===== src/rtl/core/gbn_pkg.sv =====
// ----------------------------------------------------------------------------
// Go-Back-N sender package
// Shared constants, codes and the command and result types of the sender.
// ----------------------------------------------------------------------------
package gbn_pkg;

  // The sequence space is a power of two, so sequence arithmetic wraps in
  // SEQ_W bits without a modulo step.
  localparam int SEQ_W        = 3;
  localparam int SEQ_SPACE    = 1 << SEQ_W;
  localparam int PAYLOAD_BITS = 32;
  localparam int WINDOW_DEF   = 4;

  typedef enum logic [1:0] {
    KIND_SEND    = 2'd0,
    KIND_ACK     = 2'd1,
    KIND_TIMEOUT = 2'd2,
    KIND_UNUSED  = 2'd3
  } kind_e;

  typedef enum logic [2:0] {
    RES_REFUSED = 3'd0,
    RES_SENT    = 3'd1,
    RES_ACK_BAD = 3'd2,
    RES_ACK_OOW = 3'd3,
    RES_ACK_OK  = 3'd4,
    RES_RTX     = 3'd5
  } result_e;

  typedef enum logic [1:0] {
    TMR_NONE    = 2'd0,
    TMR_START   = 2'd1,
    TMR_STOP    = 2'd2,
    TMR_RESTART = 2'd3
  } timer_e;

  typedef enum logic [1:0] {
    OP_SEND    = 2'd0,
    OP_ACK     = 2'd1,
    OP_ACK_BAD = 2'd2,
    OP_TIMEOUT = 2'd3
  } op_e;

  typedef struct packed {
    op_e                     op;
    logic [PAYLOAD_BITS-1:0] payload;
    logic [SEQ_W-1:0]        ack_num;
  } cmd_t;

  typedef struct packed {
    result_e                 result_kind;
    logic [SEQ_W-1:0]        seq_out;
    logic [PAYLOAD_BITS-1:0] payload_out;
    timer_e                  timer_cmd;
    logic [SEQ_W-1:0]        window_base;
    logic                    waiting;
    logic                    last;
  } res_t;

endpackage


===== src/rtl/core/gbn_front.sv =====
// ----------------------------------------------------------------------------
// Go-Back-N sender front stage
// Accepts input words, turns them into commands and holds one in a register.
// ----------------------------------------------------------------------------
module gbn_front (
  input  logic                            clk_i,
  input  logic                            rst_ni,
  input  logic                            in_valid_i,
  output logic                            in_ready_o,
  input  logic [1:0]                      kind_i,
  input  logic [gbn_pkg::PAYLOAD_BITS-1:0] payload_i,
  input  logic [gbn_pkg::SEQ_W-1:0]       ack_num_i,
  input  logic                            checksum_ok_i,
  output logic                            cmd_valid_o,
  output gbn_pkg::cmd_t                   cmd_o,
  input  logic                            cmd_ready_i
);
  import gbn_pkg::*;

  logic  valid_q, valid_d;
  cmd_t  cmd_q, cmd_d;
  logic  accept;
  logic  keep;

  assign in_ready_o  = !valid_q || cmd_ready_i;
  assign accept      = in_valid_i && in_ready_o;
  assign cmd_valid_o = valid_q;
  assign cmd_o       = cmd_q;

  // The unused kind causes nothing and is dropped here.
  assign keep = (kind_i != KIND_UNUSED);

  always_comb begin
    cmd_d         = cmd_q;
    cmd_d.payload = payload_i;
    cmd_d.ack_num = ack_num_i;
    case (kind_i)
      KIND_SEND:    cmd_d.op = OP_SEND;
      KIND_ACK:     cmd_d.op = checksum_ok_i ? OP_ACK : OP_ACK_BAD;
      KIND_TIMEOUT: cmd_d.op = OP_TIMEOUT;
      default:      cmd_d.op = OP_TIMEOUT;
    endcase
  end

  always_comb begin
    valid_d = valid_q;
    if (accept && keep) begin
      valid_d = 1'b1;
    end else if (cmd_ready_i) begin
      valid_d = 1'b0;
    end
  end

  always_ff @(posedge clk_i or negedge rst_ni) begin
    if (!rst_ni) begin
      valid_q <= 1'b0;
    end else begin
      valid_q <= valid_d;
    end
  end

  always_ff @(posedge clk_i) begin
    if (accept && keep) begin
      cmd_q <= cmd_d;
    end
  end

endmodule


===== src/rtl/core/gbn_queue.sv =====
// ----------------------------------------------------------------------------
// Go-Back-N sender command queue
// Two-entry FIFO that decouples the front stage from the execution stage.
// ----------------------------------------------------------------------------
module gbn_queue (
  input  logic          clk_i,
  input  logic          rst_ni,
  input  logic          push_valid_i,
  output logic          push_ready_o,
  input  gbn_pkg::cmd_t push_data_i,
  output logic          pop_valid_o,
  input  logic          pop_ready_i,
  output gbn_pkg::cmd_t pop_data_o
);
  import gbn_pkg::*;

  localparam int Depth = 2;
  localparam int PtrW  = $clog2(Depth);
  localparam int CntW  = $clog2(Depth + 1);

  cmd_t            entries_q [Depth];
  logic [PtrW-1:0] wr_ptr_q, rd_ptr_q;
  logic [CntW-1:0] count_q;
  logic            push, pop;

  assign push_ready_o = (count_q != CntW'(Depth));
  assign pop_valid_o  = (count_q != '0);
  assign push         = push_valid_i && push_ready_o;
  assign pop          = pop_valid_o && pop_ready_i;
  assign pop_data_o   = entries_q[rd_ptr_q];

  always_ff @(posedge clk_i or negedge rst_ni) begin
    if (!rst_ni) begin
      wr_ptr_q <= '0;
      rd_ptr_q <= '0;
      count_q  <= '0;
    end else begin
      if (push) begin
        wr_ptr_q <= wr_ptr_q + PtrW'(1);
      end
      if (pop) begin
        rd_ptr_q <= rd_ptr_q + PtrW'(1);
      end
      case ({push, pop})
        2'b10:   count_q <= count_q + CntW'(1);
        2'b01:   count_q <= count_q - CntW'(1);
        default: count_q <= count_q;
      endcase
    end
  end

  always_ff @(posedge clk_i) begin
    if (push) begin
      entries_q[wr_ptr_q] <= push_data_i;
    end
  end

endmodule


===== src/rtl/core/gbn_back.sv =====
// ----------------------------------------------------------------------------
// Go-Back-N sender execution stage
// Holds the window state and payload buffer, carries out commands and drives
// the result register.
// ----------------------------------------------------------------------------
module gbn_back #(
  parameter int WINDOW = gbn_pkg::WINDOW_DEF
) (
  input  logic          clk_i,
  input  logic          rst_ni,
  input  logic          cmd_valid_i,
  output logic          cmd_ready_o,
  input  gbn_pkg::cmd_t cmd_i,
  output logic          out_valid_o,
  input  logic          out_ready_i,
  output gbn_pkg::res_t res_o
);
  import gbn_pkg::*;

  // Usable window is capped so that sequence numbers never become ambiguous.
  localparam int EffWin = (WINDOW < SEQ_SPACE - 1) ? WINDOW : SEQ_SPACE - 1;
  localparam int IdxW   = (WINDOW > 1) ? $clog2(WINDOW) : 1;
  localparam int SumW   = IdxW + SEQ_W + 1;
  localparam logic [SEQ_W-1:0] EffWinC = SEQ_W'(EffWin);

  localparam logic ST_IDLE = 1'b0;
  localparam logic ST_RTX  = 1'b1;

  // Sums here stay below twice the depth, so one compare and subtract wraps.
  function automatic logic [IdxW-1:0] wrap_idx(input logic [SumW-1:0] s);
    logic [SumW-1:0] t;
    t = (s >= SumW'(WINDOW)) ? s - SumW'(WINDOW) : s;
    return t[IdxW-1:0];
  endfunction

  logic                    st_q, st_d;
  logic [SEQ_W-1:0]        base_q, base_d;
  logic [SEQ_W-1:0]        next_q, next_d;
  logic [SEQ_W-1:0]        flight_q, flight_d;
  logic                    wait_q, wait_d;
  logic [IdxW-1:0]         head_q, head_d;
  logic [SEQ_W-1:0]        idx_q, idx_d;
  logic                    out_valid_q;
  res_t                    res_q, res_d;

  logic [PAYLOAD_BITS-1:0] mem_q [WINDOW];
  logic [PAYLOAD_BITS-1:0] rd_data_q;
  logic                    wr_en, rd_en;
  logic [IdxW-1:0]         wr_addr, rd_addr;

  logic                    out_free, load;
  logic [SEQ_W-1:0]        off, flight_left;

  assign out_free    = !out_valid_q || out_ready_i;
  assign out_valid_o = out_valid_q;
  assign res_o       = res_q;
  assign off         = cmd_i.ack_num - base_q;
  assign flight_left = flight_q - off - SEQ_W'(1);

  always_comb begin
    st_d        = st_q;
    base_d      = base_q;
    next_d      = next_q;
    flight_d    = flight_q;
    wait_d      = wait_q;
    head_d      = head_q;
    idx_d       = idx_q;
    wr_en       = 1'b0;
    wr_addr     = wrap_idx(SumW'(head_q) + SumW'(flight_q));
    rd_en       = 1'b0;
    rd_addr     = head_q;
    load        = 1'b0;
    cmd_ready_o = 1'b0;
    res_d       = '0;
    res_d.last  = 1'b1;

    case (st_q)
      ST_IDLE: begin
        cmd_ready_o = out_free;
        if (cmd_valid_i && out_free) begin
          case (cmd_i.op)
            OP_SEND: begin
              load              = 1'b1;
              res_d.result_kind = RES_REFUSED;
              if (wait_q) begin
                wait_d = 1'b1;
              end else if (flight_q >= EffWinC) begin
                wait_d = 1'b1;
              end else begin
                wr_en             = 1'b1;
                res_d.result_kind = RES_SENT;
                res_d.seq_out     = next_q;
                res_d.payload_out = cmd_i.payload;
                res_d.timer_cmd   = (flight_q == '0) ? TMR_START : TMR_NONE;
                next_d            = next_q + SEQ_W'(1);
                flight_d          = flight_q + SEQ_W'(1);
                if (flight_d >= EffWinC) begin
                  wait_d = 1'b1;
                end
              end
            end
            OP_ACK_BAD: begin
              load              = 1'b1;
              res_d.result_kind = RES_ACK_BAD;
            end
            OP_ACK: begin
              load = 1'b1;
              if (off >= flight_q) begin
                res_d.result_kind = RES_ACK_OOW;
              end else begin
                res_d.result_kind = RES_ACK_OK;
                base_d            = cmd_i.ack_num + SEQ_W'(1);
                head_d            = wrap_idx(SumW'(head_q) + SumW'(off) + SumW'(1));
                flight_d          = flight_left;
                wait_d            = 1'b0;
                res_d.timer_cmd   = (flight_left == '0) ? TMR_STOP : TMR_RESTART;
              end
            end
            OP_TIMEOUT: begin
              if (flight_q != '0) begin
                rd_en = 1'b1;
                idx_d = '0;
                st_d  = ST_RTX;
              end
            end
            default: begin
            end
          endcase
        end
      end
      ST_RTX: begin
        if (out_free) begin
          load              = 1'b1;
          res_d.result_kind = RES_RTX;
          res_d.seq_out     = base_q + idx_q;
          res_d.payload_out = rd_data_q;
          res_d.timer_cmd   = (idx_q == '0) ? TMR_RESTART : TMR_NONE;
          res_d.last        = (idx_q + SEQ_W'(1) == flight_q);
          if (res_d.last) begin
            st_d = ST_IDLE;
          end else begin
            idx_d   = idx_q + SEQ_W'(1);
            rd_en   = 1'b1;
            rd_addr = wrap_idx(SumW'(head_q) + SumW'(idx_q) + SumW'(1));
          end
        end
      end
      default: begin
        st_d = ST_IDLE;
      end
    endcase

    res_d.window_base = base_d;
    res_d.waiting     = wait_d;
  end

  always_ff @(posedge clk_i or negedge rst_ni) begin
    if (!rst_ni) begin
      st_q        <= ST_IDLE;
      base_q      <= '0;
      next_q      <= '0;
      flight_q    <= '0;
      wait_q      <= 1'b0;
      head_q      <= '0;
      idx_q       <= '0;
      out_valid_q <= 1'b0;
    end else begin
      st_q     <= st_d;
      base_q   <= base_d;
      next_q   <= next_d;
      flight_q <= flight_d;
      wait_q   <= wait_d;
      head_q   <= head_d;
      idx_q    <= idx_d;
      if (load) begin
        out_valid_q <= 1'b1;
      end else if (out_ready_i) begin
        out_valid_q <= 1'b0;
      end
    end
  end

  always_ff @(posedge clk_i) begin
    if (load) begin
      res_q <= res_d;
    end
  end

  always_ff @(posedge clk_i) begin
    if (wr_en) begin
      mem_q[wr_addr] <= cmd_i.payload;
    end
    if (rd_en) begin
      rd_data_q <= mem_q[rd_addr];
    end
  end

endmodule


===== src/rtl/core/go_back_n_sender_top.sv =====
// ----------------------------------------------------------------------------
// Go-Back-N sender
// Sender side of a Go-Back-N ARQ link with a cumulative-ack sliding window.
// ----------------------------------------------------------------------------
// Usage: the input channel (in_valid_i / in_ready_o) takes one word per event:
// a payload to send, an arriving acknowledgement, or a retransmit timeout.
// The output channel (out_valid_o / out_ready_i) gives one word per result:
// sends and acks give one result each, a timeout gives one retransmission per
// buffered packet, oldest first, with last_o marking the final word. A timeout
// on an empty window and the unused event kind give no result.
// Flow: an event passes a front register, a two-entry command queue and
// the execution stage, which registers its result. Sends and acks are
// carried out one per cycle while the receiver takes results. A timeout
// first reads the payload buffer, then emits one retransmission per cycle
// while the receiver takes them, and takes no new command until the last
// word is loaded. The single payload buffer read port sets that rate.
// Reset clears the window pointers, the in-flight count and the waiting flag;
// the payload buffer is not cleared, since only written entries are ever read.
// When the receiver stalls, the result register holds its word, the execution
// stage stops, the queue fills, and then in_ready_o drops.
// ----------------------------------------------------------------------------
module go_back_n_sender_top #(
  parameter int WINDOW = gbn_pkg::WINDOW_DEF
) (
  input  logic                             clk_i,
  input  logic                             rst_ni,
  input  logic                             in_valid_i,
  output logic                             in_ready_o,
  input  logic [1:0]                       kind_i,
  input  logic [gbn_pkg::PAYLOAD_BITS-1:0] payload_i,
  input  logic [gbn_pkg::SEQ_W-1:0]        ack_num_i,
  input  logic                             checksum_ok_i,
  output logic                             out_valid_o,
  input  logic                             out_ready_i,
  output logic [2:0]                       result_kind_o,
  output logic [gbn_pkg::SEQ_W-1:0]        seq_out_o,
  output logic [gbn_pkg::PAYLOAD_BITS-1:0] payload_out_o,
  output logic [1:0]                       timer_cmd_o,
  output logic [gbn_pkg::SEQ_W-1:0]        window_base_o,
  output logic                             waiting_o,
  output logic                             last_o
);
  import gbn_pkg::*;

  // Front stage to queue.
  logic front_valid, front_ready;
  cmd_t front_cmd;

  // Queue to execution stage.
  logic q_valid, q_ready;
  cmd_t q_cmd;

  res_t res;

  gbn_front u_front (
    .clk_i         (clk_i),
    .rst_ni        (rst_ni),
    .in_valid_i    (in_valid_i),
    .in_ready_o    (in_ready_o),
    .kind_i        (kind_i),
    .payload_i     (payload_i),
    .ack_num_i     (ack_num_i),
    .checksum_ok_i (checksum_ok_i),
    .cmd_valid_o   (front_valid),
    .cmd_o         (front_cmd),
    .cmd_ready_i   (front_ready)
  );

  gbn_queue u_queue (
    .clk_i        (clk_i),
    .rst_ni       (rst_ni),
    .push_valid_i (front_valid),
    .push_ready_o (front_ready),
    .push_data_i  (front_cmd),
    .pop_valid_o  (q_valid),
    .pop_ready_i  (q_ready),
    .pop_data_o   (q_cmd)
  );

  gbn_back #(
    .WINDOW (WINDOW)
  ) u_back (
    .clk_i       (clk_i),
    .rst_ni      (rst_ni),
    .cmd_valid_i (q_valid),
    .cmd_ready_o (q_ready),
    .cmd_i       (q_cmd),
    .out_valid_o (out_valid_o),
    .out_ready_i (out_ready_i),
    .res_o       (res)
  );

  assign result_kind_o = res.result_kind;
  assign seq_out_o     = res.seq_out;
  assign payload_out_o = res.payload_out;
  assign timer_cmd_o   = res.timer_cmd;
  assign window_base_o = res.window_base;
  assign waiting_o     = res.waiting;
  assign last_o        = res.last;

endmodule


===== config.mk =====
export PLATFORM = sky130hd
export DESIGN_NAME = go_back_n_sender_top
export DESIGN_NICKNAME = d
export VERILOG_FILES = /design/src/rtl/core/gbn_pkg.sv /design/src/rtl/core/gbn_front.sv /design/src/rtl/core/gbn_queue.sv /design/src/rtl/core/gbn_back.sv /design/src/rtl/core/go_back_n_sender_top.sv
export SDC_FILE = /design/constraint.sdc
export NUM_CORES = 1
export LEC_CHECK = 0
export BUFFER_PORTS_ARGS = -buffer_cell sky130_fd_sc_hd__buf_2
export CAP_MARGIN = 15
export CORE_ASPECT_RATIO = 1.75
export CORE_MARGIN = 3
export CORE_UTILIZATION = 50
export CTS_CLUSTER_SIZE = 10
export DETAILED_ROUTE_END_ITERATION = 10
export GPL_ROUTABILITY_DRIVEN = 0
export PLACE_DENSITY_LB_ADDON = 0.25
export SLEW_MARGIN = 20
export SYNTH_ARGS = -nofsm -noshare
export SYNTH_HDL_FRONTEND = slang
export SYNTH_SLANG_ARGS = --single-unit

===== constraint.sdc =====
create_clock -name clk_i -period 5.7 [get_ports clk_i]
set_clock_uncertainty 0.15 [all_clocks]
set_input_delay 1.71 -clock clk_i [delete_from_list [all_inputs] [get_ports clk_i]]
set_output_delay 1.71 -clock clk_i [all_outputs]
set_load 0.05 [all_outputs]

==> flow_summary.json <==
{
  "status": "completed",
  "numCtsBuffers": 39,
  "port_buffers": 88,
  "syn-num-nets": 799,
  "report.final.slew_viol_count": 0,
  "yosys_warnings": 0,
  "slew_headroom": 0.2581,
  "fp.dieH_um": 221.3,
  "crit_chain": "buf_2 > nor2b_1 > or4_1 > nor4_4 > nand2_1 > nor2_4",
  "yosysSeqAreaShare": 0.7578,
  "cp_data_required_time_ps": 5680,
  "worstRegToRegCells": 11,
  "r2r_slack_ps": 1990,
  "firstDrtPassIters": 5,
  "max_cap_violations": 0,
  "setup_viol": 0,
  "synth_flop_cell": "edfxtp_1",
  "overflow": 0,
  "clkTransAtPathRegs_ps": 50,
  "hold_class": "reg -> reg",
  "path_max_fanout": 32,
  "synth-seq-cells": 338,
  "slowest_stage": "nor2_4",
  "syn_avg_cell_area_um2": 17.95,
  "antenna_found_initial": 0,
  "cp_slowest_stage_delay_ps": 820,
  "min_from": "u_front.cmd_o[36]",
  "postCtsSetupRepairBufs": 0,
  "fmax_mhz": 253.6,
  "htree_levels": 2,
  "clk_latency_ps": 530,
  "worst_pin_slew_ps": 1110,
  "dieArea_mm2": 0.02856,
  "initial_core_util": 0.5084,
  "synth_enable_flop_cells": 316,
  "fillers": 1954,
  "die_w_um": 129.0,
  "rows": 78,
  "cts-root-buf": "clkbuf_16",
  "leakage_nw": 5.445,
  "cts_tree": "built",
  "hold_ws_ps": 293.6,
  "grt_pass1_wl_um": 40940,
  "syn2layout_area_growth_pct": 13.85,
  "power_density_mw_per_mm2": 655.0,
  "synthArstFlopShare": 0.06509,
  "endpoint_kind": "flip-flop",
  "cts_buffer_depth": 3,
  "nets": 904,
  "start_kind": "input port",
  "rsz0062_at_grt": "no",
  "cp_num_buf_inv": 1,
  "grt_pass1_vias": 7554,
  "cts_hold_buf": 0,
  "period_needed_ps": 3943,
  "syn_area_mm2": 0.01325,
  "r2r-end": "u_back.res_o[3]",
  "hpwl_um": 15310,
  "io-pin-count": 89,
  "via_per_inst": 5.774,
  "setup_tns_ps": 0,
  "grt_use_total": 0.1856,
  "syn_inst": 738,
  "whs_path_depth": 0,
  "setup.worst_path.class": "in -> reg",
  "first_iter_violations": 501,
  "cp.arrival_ps": 3920,
  "post_cts_resized": 0,
  "ys_types": 52,
  "period_share": 0.6917,
  "hold_viol_final": 0,
  "ant_nets": 0,
  "grt_max_degree": 97,
  "crit_family": "simple AND/OR/NAND/NOR gates",
  "clock_sinks": 338,
  "wire_per_inst_um": 21.94,
  "peakVddDrop_mv": 0.5051,
  "drive_gt1_frac": 0.2581,
  "timing.rr.start": "u_queue.rd_ptr_q",
  "worstHoldEndpoint": "u_queue.entries_q[1][36]",
  "totalWireLength_um": 25890,
  "n_antenna_cell": 0,
  "num_vias": 6813,
  "drc": 0,
  "coreArea_mm2": 0.02606
}
-- worst register-to-register path: stages, from the launching register on --
cell	delay, ps
dfrtp_2	760
mux2i_1	320
ha_1	170
inv_1	50
fa_1	400
xnor2_1	200
xnor2_1	130
ha_1	340
inv_1	80
o2111ai_1	240
buf_4	230
mux2_2	370
-- synth_stat cells, drive strengths merged, types with 16 or more instances --
cell type | number | area share
mux2 | 38 | 0.033
o21ai | 17 | 0.0064
dfrtp | 22 | 0.042
nand2 | 22 | 0.0062
edfxtp | 316 | 0.72
inv | 18 | 0.0051
buf | 28 | 0.018
mux2i | 36 | 0.027
o211ai | 33 | 0.029
ha | 16 | 0.015
a22o | 34 | 0.022
nand3 | 66 | 0.025
-- metrics by stage --
step	instance area (um2)	std cells	power, mW	util	setup WS (ps)
CTS	15080	1180	9.974	0.5788	1744
detailed placement	14010	1122	7.786	0.5376	1202
global route	15080	1180	10.39	0.5788	1607
global placement	13980	1121	7.565	0.5366	1240
floorplan	13250	738	6.937	-	274.6
finish	15080	1180	9.879	0.5788	1757
-- power breakdown --
| group | switching, mW | leakage, nW | total [mW] | internal (mW) |
|---|---|---|---|---|
| clock | 0.905 | 0.519 | 2.17 | 1.26 |
| combinational | 2.56 | 1.71 | 3.79 | 1.24 |
| sequential | 0.264 | 3.21 | 3.92 | 3.65 |
-- how the worst max path moves through the flow --
stage	depth (start not counted)	to	startpoint	slack (ps)
global route	6	u_back.mem_q[1][16]	out_ready_i	1610
floorplan	6	u_back.mem_q[0][0]	out_ready_i	270
finish	6	u_back.mem_q[1][16]	out_ready_i	1760
global placement	6	u_back.mem_q[1][18]	out_ready_i	1240
detailed placement	6	u_back.mem_q[1][20]	out_ready_i	1200
CTS	6	u_back.mem_q[1][19]	out_ready_i	1740
-- area by class of cell --
| cell class | count | area, um2 | share of cell area |
|---|---|---|---|
| Clock buffer | 55 | 1046 | 0.06935 |
| Multi-Input combinational cell | 347 | 2945 | 0.1953 |
| Tap cell | 320 | 400.4 | 0.02655 |
| Inverter | 18 | 67.56 | 0.004480 |
| Clock inverter | 3 | 26.28 | 0.001742 |
| Sequential cell | 338 | 10040 | 0.6658 |
| Timing Repair Buffer | 99 | 555.5 | 0.03683 |
-- state kept, by name, summed over array words and instances (netlist names) --
| register | flops |
|---|---|
| u_back.wait_q | 1 |
| u_back.out_valid_o | 1 |
| u_back.rd_data_q | 32 |
| u_front.cmd_o | 37 |
| u_back.res_o | 45 |
| u_back.next_q | 3 |
| u_back.head_q | 2 |
| u_queue.entries_q | 74 |
| u_back.idx_q | 3 |
| u_back.st_q | 1 |
| u_back.mem_q | 128 |
| u_queue.rd_ptr_q | 1 |
| u_back.base_q | 3 |
| u_front.cmd_valid_o | 1 |
| u_queue.count_q | 2 |
| u_back.flight_q | 3 |
| u_queue.wr_ptr_q | 1 |
-- routing by layer --
| metal | routed length (um) | vias up | GRT usage |
|---|---|---|---|
| met5 | 0 | - | 0 |
| met4 | 883 | 0 | 0.08003 |
| met3 | 1007 | 59 | 0.02802 |
| met2 | 14330 | 181 | 0.3356 |
| met1 | 9673 | 3492 | 0.2143 |
| li1 | - | 3081 | - |
-- logic make-up (layout without fill, tap and decap cells) --
logic type / after synthesis / in the layout / share of synthesized area
flops: 338 / 338 / 0.7578
fa+ha+maj: 19 / 19 / 0.01964
mux: 74 / 74 / 0.05978
buf+inv: 53 / 175 / 0.02484
xor+xnor: 25 / 25 / 0.01870
compound gates: 104 / 104 / 0.07197
simple gates: 125 / 125 / 0.04723
-- placed cells by master (no fill, tap or decap), types with 3 or more instances in the layout --
| cell | instances |
|---|---|
| mux2i_1 | 35 |
| nand3_1 | 66 |
| fa_1 | 3 |
| nand3b_1 | 3 |
| nor2_4 | 4 |
| edfxtp_1 | 316 |
| dfrtp_1 | 21 |
| mux2_2 | 36 |
| clkbuf_1 | 15 |
| buf_4 | 9 |
| nand2b_1 | 6 |
| inv_1 | 17 |
| clkbuf_16 | 39 |
| a21oi_1 | 4 |
| xnor2_1 | 14 |
| o211ai_2 | 28 |
| inv_6 | 3 |
| buf_2 | 88 |
| nor2_1 | 10 |
| nand2_1 | 22 |
| o21ai_0 | 16 |
| o211ai_1 | 5 |
| xor2_1 | 9 |
| ha_1 | 16 |
| a22o_1 | 34 |
Note: power is estimated with default switching activity, not from simulation.
